## config.mk

```make
export PLATFORM = sky130hd
export DESIGN_NAME = vtcs_queue
export DESIGN_NICKNAME = d
export VERILOG_FILES = /design/src/rtl/vtcs_pkg.sv /design/src/rtl/vtcs_queue.sv
export SDC_FILE = /design/constraint.sdc
export NUM_CORES = 1
export LEC_CHECK = 0
export BUFFER_PORTS_ARGS = -buffer_cell sky130_fd_sc_hd__buf_2
export CORE_MARGIN = 10
export CORE_UTILIZATION = 40
export DETAILED_ROUTE_END_ITERATION = 7
export PLACE_DENSITY_LB_ADDON = 0.05
export SLEW_MARGIN = 15
export SYNTH_ARGS = -nofsm -noshare
export SYNTH_HDL_FRONTEND = slang
export SYNTH_SLANG_ARGS = --single-unit
```

## constraint.sdc

```tcl
create_clock -name i_clk -period 7 [get_ports i_clk]
set_input_delay 0.7 -clock i_clk [delete_from_list [all_inputs] [get_ports i_clk]]
set_output_delay 0.7 -clock i_clk [all_outputs]
set_load 0.01 [all_outputs]
```

## src/rtl/vtcs_pkg.sv

```systemverilog
`timescale 1ns / 1ps
`default_nettype none
// ----------------------------------------------------------------------------
// vtcs_pkg: shared types and constants of the terrain column span generator
// Operation codes, register indexes, queue entry and configuration structs.
// ----------------------------------------------------------------------------
package vtcs_pkg;

    localparam int MAP_AW    = 20;          // log2 of map texels
    localparam int COL_W     = 11;          // log2 of screen columns
    localparam int QDEPTH    = 4;           // front to back queue depth
    localparam int QPTR_W    = 2;
    localparam int QCNT_W    = 3;
    localparam int DIV_STEPS = 17;          // quotient bits before saturation
    localparam int NUM_W     = 35;          // projection numerator
    localparam int REM_W     = 37;          // remainder and shifted divisor
    localparam int OCC_W     = 16;          // stored occlusion row

    typedef enum logic [1:0] {
        OP_LOAD   = 2'd0,
        OP_FRAME  = 2'd1,
        OP_SAMPLE = 2'd2,
        OP_NONE   = 2'd3
    } t_op;

    typedef enum logic [1:0] {
        REG_CAMERA  = 2'd0,
        REG_HORIZON = 2'd1,
        REG_SCREEN  = 2'd2,
        REG_SHIFT   = 2'd3
    } t_reg;

    typedef struct packed {
        logic [17:0]        camera_height;
        logic signed [12:0] horizon_row;
        logic [11:0]        screen_height;
        logic [3:0]         map_shift;
    } t_cfg;

    // One classified item on its way from the front to the back.
    typedef struct packed {
        logic              frame;
        logic [COL_W-1:0]  column;
        logic [19:0]       depth;
        logic [7:0]        altitude;
        logic [31:0]       color;
    } t_item;

endpackage
`default_nettype wire

```

## src/rtl/vtcs_queue.sv

```systemverilog
`timescale 1ns / 1ps
`default_nettype none
// ----------------------------------------------------------------------------
// vtcs_queue: short item queue between front and back
// Small register queue with a fill count; head is read without delay.
// ----------------------------------------------------------------------------
module vtcs_queue (
    input  wire                        i_clk,
    input  wire                        i_rst_n,
    input  wire                        i_push,
    input  vtcs_pkg::t_item            i_data,
    input  wire                        i_pop,
    output logic                       o_valid,
    output vtcs_pkg::t_item            o_data,
    output logic [vtcs_pkg::QCNT_W-1:0] o_count
);

    vtcs_pkg::t_item                    r_mem [vtcs_pkg::QDEPTH];
    logic [vtcs_pkg::QPTR_W-1:0]        r_wr, r_rd;
    logic [vtcs_pkg::QCNT_W-1:0]        r_cnt;

    assign o_valid = (r_cnt != '0);
    assign o_data  = r_mem[r_rd];
    assign o_count = r_cnt;

    // Storage needs no reset.
    always_ff @(posedge i_clk) begin
        if (i_push) begin
            r_mem[r_wr] <= i_data;
        end
    end

    // Pointers and fill count.
    always_ff @(posedge i_clk) begin
        if (!i_rst_n) begin
            r_wr  <= '0;
            r_rd  <= '0;
            r_cnt <= '0;
        end else begin
            if (i_push) begin
                r_wr <= r_wr + 1'b1;
            end
            if (i_pop) begin
                r_rd <= r_rd + 1'b1;
            end
            if (i_push && !i_pop) begin
                r_cnt <= r_cnt + 1'b1;
            end else if (!i_push && i_pop) begin
                r_cnt <= r_cnt - 1'b1;
            end
        end
    end

endmodule
`default_nettype wire

```

After elaboration in Yosys (flattened, before gate mapping)
Memory sizes are Yosys's and may differ from the RTL's. A register that Yosys moved wholly into a read port is not among the register bits.
Index checks and enable logic that the tools add are counted.

word-level totals
  register bits after elaboration = 7
  RAM bits = 288
  logic and storage cells = 20
  memories kept = 1

memory list
  memory  words  bits a word  read ports  clocked after Yosys merged registers in  write ports  RTL line          RTL
  r_mem   4      72           1           1                                        1            vtcs_queue.sv:18  vtcs_pkg::t_item r_mem [vtcs_pkg::QDEPTH];

cells by class
  $add $sub $neg = 4
  muxes and demuxes = 6
  reduce and logical (&&, ||, !) cells = 6

operator list
  operator                                           number
  2-to-1 mux 3 bit                                   2
  adder 2 x 1 -> 2 bit (second input constant)       2
  2-to-1 mux 2 bit                                   2
  adder 3 x 1 -> 3 bit (second input constant)       1
  nonzero test 3 bit                                 1
  subtractor 3 x 1 -> 3 bit (second input constant)  1
  logical AND 1 bit                                  2
  logical NOT 1 bit                                  2
  2-to-1 mux 1 bit                                   2
  nonzero test 2 bit                                 1

Logic depth before layout (Yosys ltp)
Gate-level depths: netlist (run 1).

  word-level depth = 4
  mapped depth = 7

Worst setup path before layout (run 1)
OpenSTA, ideal clock, no wires.

  kind = input to register
  start point = input i_push
  end point = memory r_mem[0][0] (netlist bit), enable pin
  library setup time = 438 ps
  data arrival time = 2385 ps
  data required time = 6562 ps
  path slack = 4177 ps
  cell stages on the path = 1
  path through = and2_1

between the ends
  word-level cells in the longest chain between the ends = 2

RTL lines
  element                                 RTL line          RTL
  start, declared                         vtcs_queue.sv:10  input wire i_push,
  2-to-1 mux 1 bit                        vtcs_queue.sv:28  if (i_push) begin
  2-to-1 mux 1 bit (not written as such)  vtcs_queue.sv:29  r_mem[r_wr] <= i_data;
  end, declared                           vtcs_queue.sv:18

Every way passes these cells.

==> results of run 1 <==
## cell usage after synthesis, drive strengths merged (2+ instances only)
library cell | n | area [um^2]
edfxtp | 288 | 8650
nor2b | 2 | 12.5
or3 | 2 | 12.5
inv | 4 | 15.0
and2 | 9 | 56.3
buf | 15 | 186
mux2i | 2 | 20.0
ha | 5 | 62.6
mux4 | 72 | 1630
xnor2 | 2 | 17.5
dfxtp | 9 | 180
xor2 | 3 | 26.3
## area by class of cell
cell class / count / area (um^2) / share of cell area [%]
flip-flops and latches: 297 / 8840 / 68.0
multi-input cells: 101 / 1880 / 14.5
clock buffers: 35 / 801 / 6.17
repair buffers: 157 / 801 / 6.17
well taps: 341 / 427 / 3.29
clock inverters: 22 / 218 / 1.68
inverters: 4 / 15.0 / 0.116
diodes: 2 / 5.00 / 0.0385
## logic make-up (layout without fill, tap and decap cells)
family	after synthesis	count (layout)
AO/OA/AOI/OAI	2	2
XOR/XNOR	5	5
adder cells (fa/ha/maj)	6	6
buffers and inverters	20	218
flip-flops	297	297
multiplexers	74	74
other	0	2
AND/OR/NAND/NOR	14	14
## layer usage
metal  up-vias  global-route usage, %
li1       2143                      -
met1      2521                   14.7
met2       119                   21.6
met3        36                   4.13
met4         6                   2.99
met5         -                      0
## critical path: cells and delay by family (launching register included)
kind | cells | cell delay, ps
buf+inv | 2 | 950
flops | 1 | 810
mux | 1 | 650
## final timing paths
kind                        endpoint  slack [ps]  depth (start not counted)
max                       o_data[61]        3300                          3
min           r_mem[0][25]$_DFFE_PP_         370                          1
max reg2reg   r_mem[0][15]$_DFFE_PP_        4850                          4
min reg2reg  o_count[2]$_SDFFE_PN0P_         520                          2
## state kept, by name (all words and copies together), names as in the netlist, named ones only
register / count
r_mem: 288
r_rd: 2
o_count: 3
r_wr: 2
## through the flow
stage / instances / power [mW] / hold WS, ps / setup WS, ps
2_1_floorplan: 418 / 2.34 / 516 / 4180
3_3_place_gp: 900 / 2.49 / 493 / 3740
3_5_place_dp: 900 / 2.50 / 508 / 3730
4_1_cts: 957 / 4.12 / 340 / 3140
5_1_grt: 957 / 4.22 / 350 / 3020
6_report: 959 / 4.05 / 367 / 3300
## power groups by stage
stage	Combinational, mW	Clock, mW	Sequential [mW]
5_1_grt	0.395	1.73	2.09
2_1_floorplan	0.238	0	2.10
6_report	0.360	1.61	2.08
3_3_place_gp	0.370	0	2.12
3_5_place_dp	0.374	0	2.12
4_1_cts	0.375	1.66	2.08
==> results.md, run 1 <==
- Status: finished clean
- Number of max-cap violations: 0
- PwrDens: 312 nW/um^2
- Filler cells: 2258
- CP endpoint kind: output pin
- IO Pins: 152
- Num rows: 60
- Most common cell after layout, fill and taps aside: edfxtp_1
- Post-synthesis mux area share: 15.1%
- Worst-path clk slew: 60 ps
- Post-Layout Inst Area: 13000 um^2
- Final Hold Viols: 0
- Slew margin rel.: 30.4%
- Metal-1 WL: 8650 um
- CP max FO: 40
- Nets: 674
- Initial Util: 40.6%
- H-tree depth: 1
- Slowest-stage cell, CP: dfxtp_4
- ANT nets after route: 0
- CTS Hold Buffers Added: 0
- Period utilisation layout: 52.8%
- Core area: 26900 um^2
- Initial DRC count: 257
- DRC: 0
- CTS tree: done
- Chip height: 185 um
- CTS buffer count: 31
- Seq cells post-synth: 297
- Routed wire length per instance: 22.6 um
- Sw Share: 21.6%
- Internal: 3.18 mW
- Highest routed layer: met5
- Mapped Area: 10900 um^2
- Clock root buffer: clkbuf_16
- CP peak stage delay: 810 ps
- Post-Synth Adder-Cell Area: 0.757%
- Hold path start: i_data[25]
- DP HPWL: 12700 um
- Via density: 5.03
- Vias: 4825
- Critical Path RT: 6300 ps
- Clock network power share: 39.8%
- Largest net degree at the start of global routing: 68
- Number of warning messages in the yosys log: 0
- Worst Path Arrival: 3000 ps
- Die area: 34300 um^2
- Final Skew: 16.9 ps
- Critical R2R Launch: r_wr[0]$_SDFFE_PN0P_
- Antenna violations before repair: 5
- Post-synth EDFFs: 288
- First-pass GRT wire length: 32200 um
- Met2 WL: 11100 um
- Gp weighted congestion: 0.653
- Highest-count cells in the layout ignoring fill and taps: 288 x edfxtp_1, 151 x buf_2, 70 x mux4_2, 31 x clkbuf_16, 8 x clkinv_2
- Hold WC Path Type: input port to flip-flop
- Number of global-route vias before repair: 5340
- Sequential power share: 51.3%
- Post-layout min period: 3700 ps
- Synth Area in Compound Gates: 0.115%
- Final setup viols: 0
- Worst-Margin Slew: 1040 ps
- Comb pwr share: 8.9%
- Layout cell share with drive strength beyond 1: 45.6%
- Die Width: 185 um
- Met3 WL: 1460 um
- Crit Path Category: flip-flop to output pin
- Net switching power: 0.876 mW
- Clk_lat worst skew: 540 ps
- Ys flop type: edfxtp_1
- GR Util All Layers: 12.5%
- Detailed Route WL: 21600 um
- Area Growth Syn to Fin: 19.1%
- Post-Syn Nets: 500
- Post-CTS Setup Bufs: 0
- CTS max path bufs: 3
- Critical path launch point type: flip-flop
- VDD IR max: 0.187 mV
- Synthesized area per cell: 26.1 um^2
- DR pass1 iterations: 4
- Post-Synth Simple-Gate Area: 0.780%
- Synth unique cells: 20
- Post-DP Area: 12000 um^2
- Global route overflow: 0
- Leakage: 4.39 nW
- Seq/Total Area, Yosys: 80.9%
- Cell count after synthesis: 418
- Setup total negative slack: 0 ps
- Worst-path cell chain: buf_4 -> mux4_1 -> buf_2
- XOR/XNOR Fraction of Synth Area: 0.402%
- Post-CTS sizing: 0
- Port Buffers: 151
- Async set or reset register ratio after synthesis: 0%
- RSZ-0062 raised after global routing: false
- Fmax: 271 MHz
- Clock sink total: 297
- Final Core Density: 48.3%
- Largest family of logic cells by synthesized area: multiplexers
- Max-slew violation count: 0
(Power assumes the default switching activity.)
==> run 2: changes to the inputs <==
--- a/config.mk
+++ b/config.mk
@@ -5,6 +5,7 @@
 export SDC_FILE = /design/constraint.sdc
 export NUM_CORES = 1
 export LEC_CHECK = 0
+export ABC_AREA = 1
 export BUFFER_PORTS_ARGS = -buffer_cell sky130_fd_sc_hd__buf_2
 export CORE_MARGIN = 10
 export CORE_UTILIZATION = 40
==> constraint.sdc (replaced) <==
create_clock -name i_clk -period 3.8 [get_ports i_clk]
set_input_delay 0.38 -clock i_clk [delete_from_list [all_inputs] [get_ports i_clk]]
set_output_delay 0.38 -clock i_clk [all_outputs]
set_load 0.01 [all_outputs]
==> run 2 against run 1 <==
  * Sequential power increased by 83%
  * Global-route usage increased by 1.8 points
  * Largest power group unchanged
  * Die area increased by 5.1%
==> results.md, run 2 <==
- DP HPWL: 15500 um (was 12700 um)
- Crit Path Category: flip-flop to output pin (unchanged)
- CTS max path bufs: 3 (unchanged)
- Max-slew violation count: 0 (unchanged)
- Port Buffers: 151 (unchanged)
- Critical path launch point type: flip-flop (unchanged)
- Clk_lat worst skew: 550 ps (was 540 ps)
- Synthesized area per cell: 15.3 um^2 (was 26.1 um^2)
- Post-layout min period: 3150 ps
- Slew margin rel.: 42.4% (was 30.4%)
- Number of global-route vias before repair: 6876 (was 5340)
- Largest net degree at the start of global routing: 75 (was 68)
- Worst-path cell chain: inv_6 -> buf_12 -> o21ai_0 -> o22ai_1 -> buf_2 (was buf_4 -> mux4_1 -> buf_2)
- GR Util All Layers: 14.3% (was 12.5%)
- Final Skew: 9.97 ps (was 16.9 ps)
- Routed wire length per instance: 20.3 um (was 22.6 um)
- Global route overflow: 0 (unchanged)
- IO Pins: 152 (unchanged)
- Worst-path clk slew: 60 ps (about the same)
- CTS Hold Buffers Added: 0 (unchanged)
- Core area: 28500 um^2 (was 26900 um^2)
- Worst Path Arrival: 2770 ps (was 3000 ps)
- Number of warning messages in the yosys log: 0 (unchanged)
- Critical Path RT: 3420 ps (was 6300 ps)
- Most frequent cells after synthesis: 288 x edfxtp_1, 140 x o21ai_0, 100 x nor2_1 (was 288 x edfxtp_1, 70 x mux4_2, 9 x and2_1, 9 x dfxtp_1)
- Initial Util: 40.4% (was 40.6%)
- Fmax: 317 MHz
- CP endpoint kind: output pin (unchanged)
- Ys flop type: edfxtp_1 (unchanged)
- Post-DP Area: 12600 um^2 (was 12000 um^2)
- Slowest-stage cell, CP: inv_6 (was dfxtp_4)
- Leakage: 4.74 nW (was 4.39 nW)
- Post-Layout Inst Area: 13700 um^2 (was 13000 um^2)
- Die area: 36000 um^2 (was 34300 um^2)
- Mapped Area: 11500 um^2 (was 10900 um^2)
- Async set or reset register ratio after synthesis: 0% (unchanged)
- Number of max-cap violations: 0 (unchanged)
- VDD IR max: 0.387 mV (was 0.187 mV)
- Max FFs per register: 288 (unchanged)
- Via density: 5.03 (about the same)
- CTS tree: done (unchanged)
- Detailed Route WL: 26800 um (was 21600 um)
- Filler cells: 2577 (was 2258)
- Initial DRC count: 330 (was 257)
- Post-CTS Setup Bufs: 0 (unchanged)
- CP bufs+invs: 3 (was 2)
- Area Growth Syn to Fin: 18.4% (was 19.1%)
- Synth unique cells: 23 (was 20)
- Gp weighted congestion: 0.710 (was 0.653)
- Highest-count cells in the layout ignoring fill and taps: 288 x edfxtp_1, 151 x buf_2, 140 x o21ai_0, 100 x nor2_1 (was 288 x edfxtp_1, 151 x buf_2, 70 x mux4_2, 31 x clkbuf_16, 8 x clkinv_2)
- ANT nets after route: 0 (unchanged)
- Antenna violations before repair: 5 (unchanged)
- CP top delay family: buffers and inverters (unchanged)
- Most common cell after layout, fill and taps aside: edfxtp_1 (unchanged)
- Area taken by multi-input logic gates: 2350 um^2 (was 1880 um^2)
- Period utilisation layout: 83.0%
- Seq cells post-synth: 297 (unchanged)
- Setup total negative slack: 0 ps (unchanged)
- DRC: 0 (unchanged)
- Vias: 6610 (was 4825)
- CP max FO: 74 (was 40)
- Chip height: 190 um (was 185 um)
- Final setup viols: 0 (unchanged)
- Area leader, netlist: edfxtp_1 (unchanged)
- Ranking of synthesized cells by area: edfxtp_1 75%, o21ai_0 6.1%, o22ai_2 5.4% (was edfxtp_1 79%, mux4_2 14%, dfxtp_1 1.7%)
- Nets: 985 (was 674)
- CP peak stage delay: 590 ps (was 810 ps)
- Hold WC Path Type: input port to flip-flop (unchanged)
- Yosys top cell area share: 75.0% (was 79.3%)
- DR pass1 iterations: 4 (unchanged)
- Clock sink total: 297 (unchanged)
- Post-CTS sizing: 0 (unchanged)
- PwrDens: 548 nW/um^2 (was 312 nW/um^2)
- H-tree depth: 1 (unchanged)
- Num rows: 62 (was 60)
- Post-Syn Nets: 836 (was 500)
- Post-synth EDFFs: 288 (unchanged)
- Cell count after synthesis: 754 (was 418)
- Worst-Margin Slew: 864 ps (was 1040 ps)
- Layout cell share with drive strength beyond 1: 34.3% (was 45.6%)
- Most numerous cell in the Yosys netlist: edfxtp_1 (unchanged)
- Die Width: 190 um (was 185 um)
- Most flops, register: r_mem (unchanged)
- First-pass GRT wire length: 40300 um (was 32200 um)
- Status: finished clean (unchanged)
- Final Hold Viols: 0 (unchanged)
- CTS buffer count: 31 (unchanged)
- Clock root buffer: clkbuf_16 (unchanged)
- RSZ-0062 raised after global routing: false (unchanged)
- Sequential cell area: 8830 um^2 (was 8840 um^2)
- Seq/Total Area, Yosys: 76.5% (was 80.9%)
## run 2: changes by cell type after synthesis, sizes merged, moves of 3 or more
cell / previous run / this run
nor2: 0 / 150
clkbuf: 1 / 19
buf: 15 / 27
xor2: 3 / 0
o21ai: 1 / 150
inv: 4 / 17
and2: 9 / 0
o22ai: 0 / 72
nand2: 1 / 10
a21oi: 0 / 4
mux4: 72 / 0
## run 2: kinds of logic (layout without fill, tap and decap cells)
family / count (synthesis) / count (layout) / share of synthesized area [%]
flip-flops: 297 / 297 / 76.5
buffers and inverters: 63 / 237 / 3.06
AND/OR/NAND/NOR: 162 / 162 / 6.39
adder cells (fa/ha/maj): 6 / 6 / 0.716
AO/OA/AOI/OAI: 226 / 226 / 13.3
other: 0 / 3 / 0
## run 2: worst reg2reg max path, delay by kind of cell, from the launching register on
family / cells / cell delay [ps]
fa+ha+maj: 1 / 200
simple gates: 1 / 80
flops: 1 / 360
buf+inv: 3 / 1150
## run 2: worst paths after layout
path	to	slack, ps	start	cells past startpoint
worst min-delay path	r_mem[0][3]$_DFFE_PP_	40	i_data[3]	1
worst max register to register	r_mem[2][34]$_DFFE_PP_	1700	r_wr[0]$_SDFFE_PN0P_	5
worst min register to register	flip-flop	440	r_rd[1]$_SDFFE_PN0P_	1
worst max-delay path	o_data[55]	650	flip-flop	5
## run 2: per-layer routing
layer | track usage [%] | routed length, um | up-vias
met2 | 23.9 | 13100 | 174
met1 | 18.2 | 11600 | 3255
met3 | 3.42 | 1490 | 45
li1 | - | - | 3132
met4 | 3.91 | 508 | 4
met5 | 0 | 20 | -
## run 2: final cells by class
cell class	count	share of cell area, %
clock buffers	41	6.32
flip-flops and latches	297	64.7
repair buffers	162	6.41
multi-input cells	394	17.2
well taps	384	3.52
diodes	3	0.0550
clock inverters	17	1.21
inverters	17	0.559
## run 2: power by group
part | switching [mW] | internal (mW)
sequential | 0.0567 | 3.74
combinational | 0.460 | 0.240
clock | 1.19 | 1.79
total | 1.71 | 5.77
## run 2: metrics by stage
step | cells | hold slack [ps] | util (%) | power (mW) | setup slack [ps]
floorplan | 754 | 412 | - | 4.27 | 1390
global placement | 1254 | 427 | 44.2 | 4.57 | 1270
detailed placement | 1254 | 425 | 44.2 | 4.59 | 1230
CTS | 1312 | 10.8 | 47.8 | 7.59 | 628
global route | 1314 | 19.9 | 47.8 | 7.79 | 475
finish | 1315 | 38.6 | 47.8 | 7.48 | 645
==> run 3: changes to the inputs <==
==> constraint.sdc (replaced) <==
create_clock -name i_clk -period 3.2 [get_ports i_clk]
set_input_delay 0.32 -clock i_clk [delete_from_list [all_inputs] [get_ports i_clk]]
set_output_delay 0.32 -clock i_clk [all_outputs]
set_load 0.01 [all_outputs]
==> run 3 against run 2 <==
  * Count of clock-buffer cells in the layout decreased by 3
  * Routed wire length shrank 0.86%
  * Critical path type unchanged
  * Worst hold slack better by 38 ps
  * Non-clock buffer count grew 72
  * Sequential power is 18% higher
  * Worst setup slack worse by 150 ps
  * Die area unchanged
  * First-iteration DRC count up 22%
  * Combinational power increased by 32%
  * Via count up 4.5%
==> results.md, run 3 (synthesis results as in run 2) <==
- Critical R2R Launch: r_wr[1]$_SDFFE_PN0P_ (was r_wr[0]$_SDFFE_PN0P_)
- CP bufs+invs: 3 (unchanged)
- DRC: 0 (unchanged)
- Initial DRC count: 401 (was 330)
- Slew margin rel.: 44.3% (was 42.4%)
- Hold Crit Depth: 3 (was 1)
- Antenna violations before repair: 1 (was 5)
- Most common cell after layout, fill and taps aside: edfxtp_1 (unchanged)
- Largest net degree at the start of global routing: 107 (was 75)
- Max FFs per register: 288 (unchanged)
- Crit Path Category: flip-flop to output pin (unchanged)
- Gp weighted congestion: 0.730 (was 0.710)
- Hold WC Path Type: input port to flip-flop (unchanged)
- Nets: 1057 (was 985)
- Initial Util: 40.4% (unchanged)
- Period utilisation layout: 84.4%
- Final Skew: 5.05 ps (was 9.97 ps)
- H-tree depth: 1 (unchanged)
- Cells on worst reg2reg path: 6 (was 5)
- Setup slack, reg-to-reg: 1000 ps (was 1700 ps)
- Via density: 4.99 (was 5.03)
- ANT nets after route: 0 (unchanged)
- CP endpoint kind: output pin (unchanged)
- Clock sink total: 297 (unchanged)
- IO Pins: 152 (unchanged)
- Global route overflow: 0 (unchanged)
- Hold EP: o_count[2]$_SDFFE_PN0P_ (was r_mem[0][3]$_DFFE_PP_)
- Area Growth Syn to Fin: 24.6% (was 18.4%)
- Clock root buffer: clkbuf_16 (unchanged)
- Final Hold Viols: 0 (unchanged)
- Post-layout min period: 2700 ps
- CTS tree: done (unchanged)
- Slowest-stage cell, CP: dfxtp_4 (was inv_6)
- DR pass1 iterations: 4 (unchanged)
- Critical path launch point type: flip-flop (unchanged)
- Most flops, register: r_mem (unchanged)
- Final setup viols: 0 (unchanged)
- Status: finished clean (unchanged)
- Worst-Margin Slew: 836 ps (was 864 ps)
- CTS max path bufs: 3 (unchanged)
- Max-slew violation count: 0 (unchanged)
- Worst Path Arrival: 2380 ps (was 2770 ps)
- Leakage: 5.04 nW (was 4.74 nW)
- Number of max-cap violations: 0 (unchanged)
- Clk_lat worst skew: 550 ps (about the same)
- Number of global-route vias before repair: 7362 (was 6876)
- CP peak stage delay: 480 ps (was 590 ps)
- CP max FO: 58 (was 74)
- Hold path start: i_rst_n (was i_data[3])
- Reg-to-reg endpoint: r_mem[1][54]$_DFFE_PP_ (was r_mem[2][34]$_DFFE_PP_)
- RSZ-0062 raised after global routing: false (unchanged)
- CTS buffer count: 31 (unchanged)
- CP top delay family: buffers and inverters (unchanged)
- Critical Path RT: 2880 ps (was 3420 ps)
- Layout cell share with drive strength beyond 1: 31.5% (was 34.3%)
- Highest-count cells in the layout ignoring fill and taps: 288 x edfxtp_1, 151 x buf_2, 140 x o21ai_0, 100 x nor2_1, 72 x dlygate4sd3_1 (was 288 x edfxtp_1, 151 x buf_2, 140 x o21ai_0, 100 x nor2_1)
- Routed wire length per instance: 19.2 um (was 20.3 um)
- Hold Slack: 76.9 ps (was 38.6 ps)
- Worst-path clk slew: 60 ps (about the same)
- Worst-path cell chain: inv_6 -> buf_12 -> o21ai_0 -> o22ai_2 -> buf_2 (was inv_6 -> buf_12 -> o21ai_0 -> o22ai_1 -> buf_2)
- Port Buffers: 151 (unchanged)
- Core area: 28500 um^2 (unchanged)
- Setup total negative slack: 0 ps (unchanged)
- Detailed Route WL: 26500 um (was 26800 um)
- Die area: 36000 um^2 (unchanged)
- VDD IR max: 0.421 mV (was 0.387 mV)
- First-pass GRT wire length: 40900 um (was 40300 um)
- DP HPWL: 15000 um (was 15500 um)
- PwrDens: 621 nW/um^2 (was 548 nW/um^2)
- GR Util All Layers: 14.2% (was 14.3%)
- Vias: 6905 (was 6610)
- Die Width: 190 um (unchanged)
- Num rows: 62 (unchanged)
- Total power: 8.92 mW (was 7.48 mW)
- Chip height: 190 um (unchanged)
- Fmax: 370 MHz
==> run 3: area by class of cell <==
type                            instances  area (um^2)
Fill cell                            2497        14200
Sequential cell                       297         8830
Multi-Input combinational cell        394         2350
Timing Repair Buffer                  234         1620
Clock buffer                           38          802
Tap cell                              384          480
Clock inverter                         20          205
Inverter                               17         76.3
Antenna cell                            1         2.50
==> run 3: stage by stage <==
step | worst slack, ps | instances | utilization [%] | area, um^2
final | 498 | 1385 | 50.4 | 14400
after CTS | 405 | 1384 | 50.3 | 14400
after global placement | 975 | 1254 | 44.3 | 12600
after floorplan | 789 | 754 | - | 11500
after detailed placement | 950 | 1254 | 44.3 | 12600
after global routing | 292 | 1385 | 50.4 | 14400
==> run 3: timing repair <==
item	in CTS	in global routing
endpoints found under the hold margin	285	0
gates resized for setup	0	0
hold buffers	72	0
setup buffers	0	0
==> run 3: worst max path at each step <==
stage,startpoint,end,slack (ps),cells after the start
after floorplan,r_wr[0]$_SDFFE_PN0P_,r_mem[2][0]$_DFFE_PP_,790,4
after global placement,r_wr[1]$_SDFFE_PN0P_,r_mem[1][54]$_DFFE_PP_,970,6
after detailed placement,r_wr[1]$_SDFFE_PN0P_,r_mem[1][54]$_DFFE_PP_,950,6
after CTS,flip-flop,o_data[42],410,5
after global routing,flip-flop,o_data[69],290,5
final,flip-flop,o_data[42],500,5
==> run 3: worst min-delay path: cells and delay by family <==
family                 cells  cell delay, ps
AND/OR/NAND/NOR            2             120
buffers and inverters      1             140
==> run 3: metal layers <==
layer,track usage (%),part of all wire (%),vias up
li1,-,-,3285
met1,17.9,44,3438
met2,24.6,49,149
met3,3.15,5.3,33
met4,3.39,1.8,0
met5,0,0,-
==> run 3: where the power goes <==
group          internal [mW]  switching, mW  total [mW]
Sequential              4.44         0.0517        4.50
Combinational          0.348          0.575       0.923
Clock                   2.10           1.41        3.50
Total                   6.89           2.03        8.92
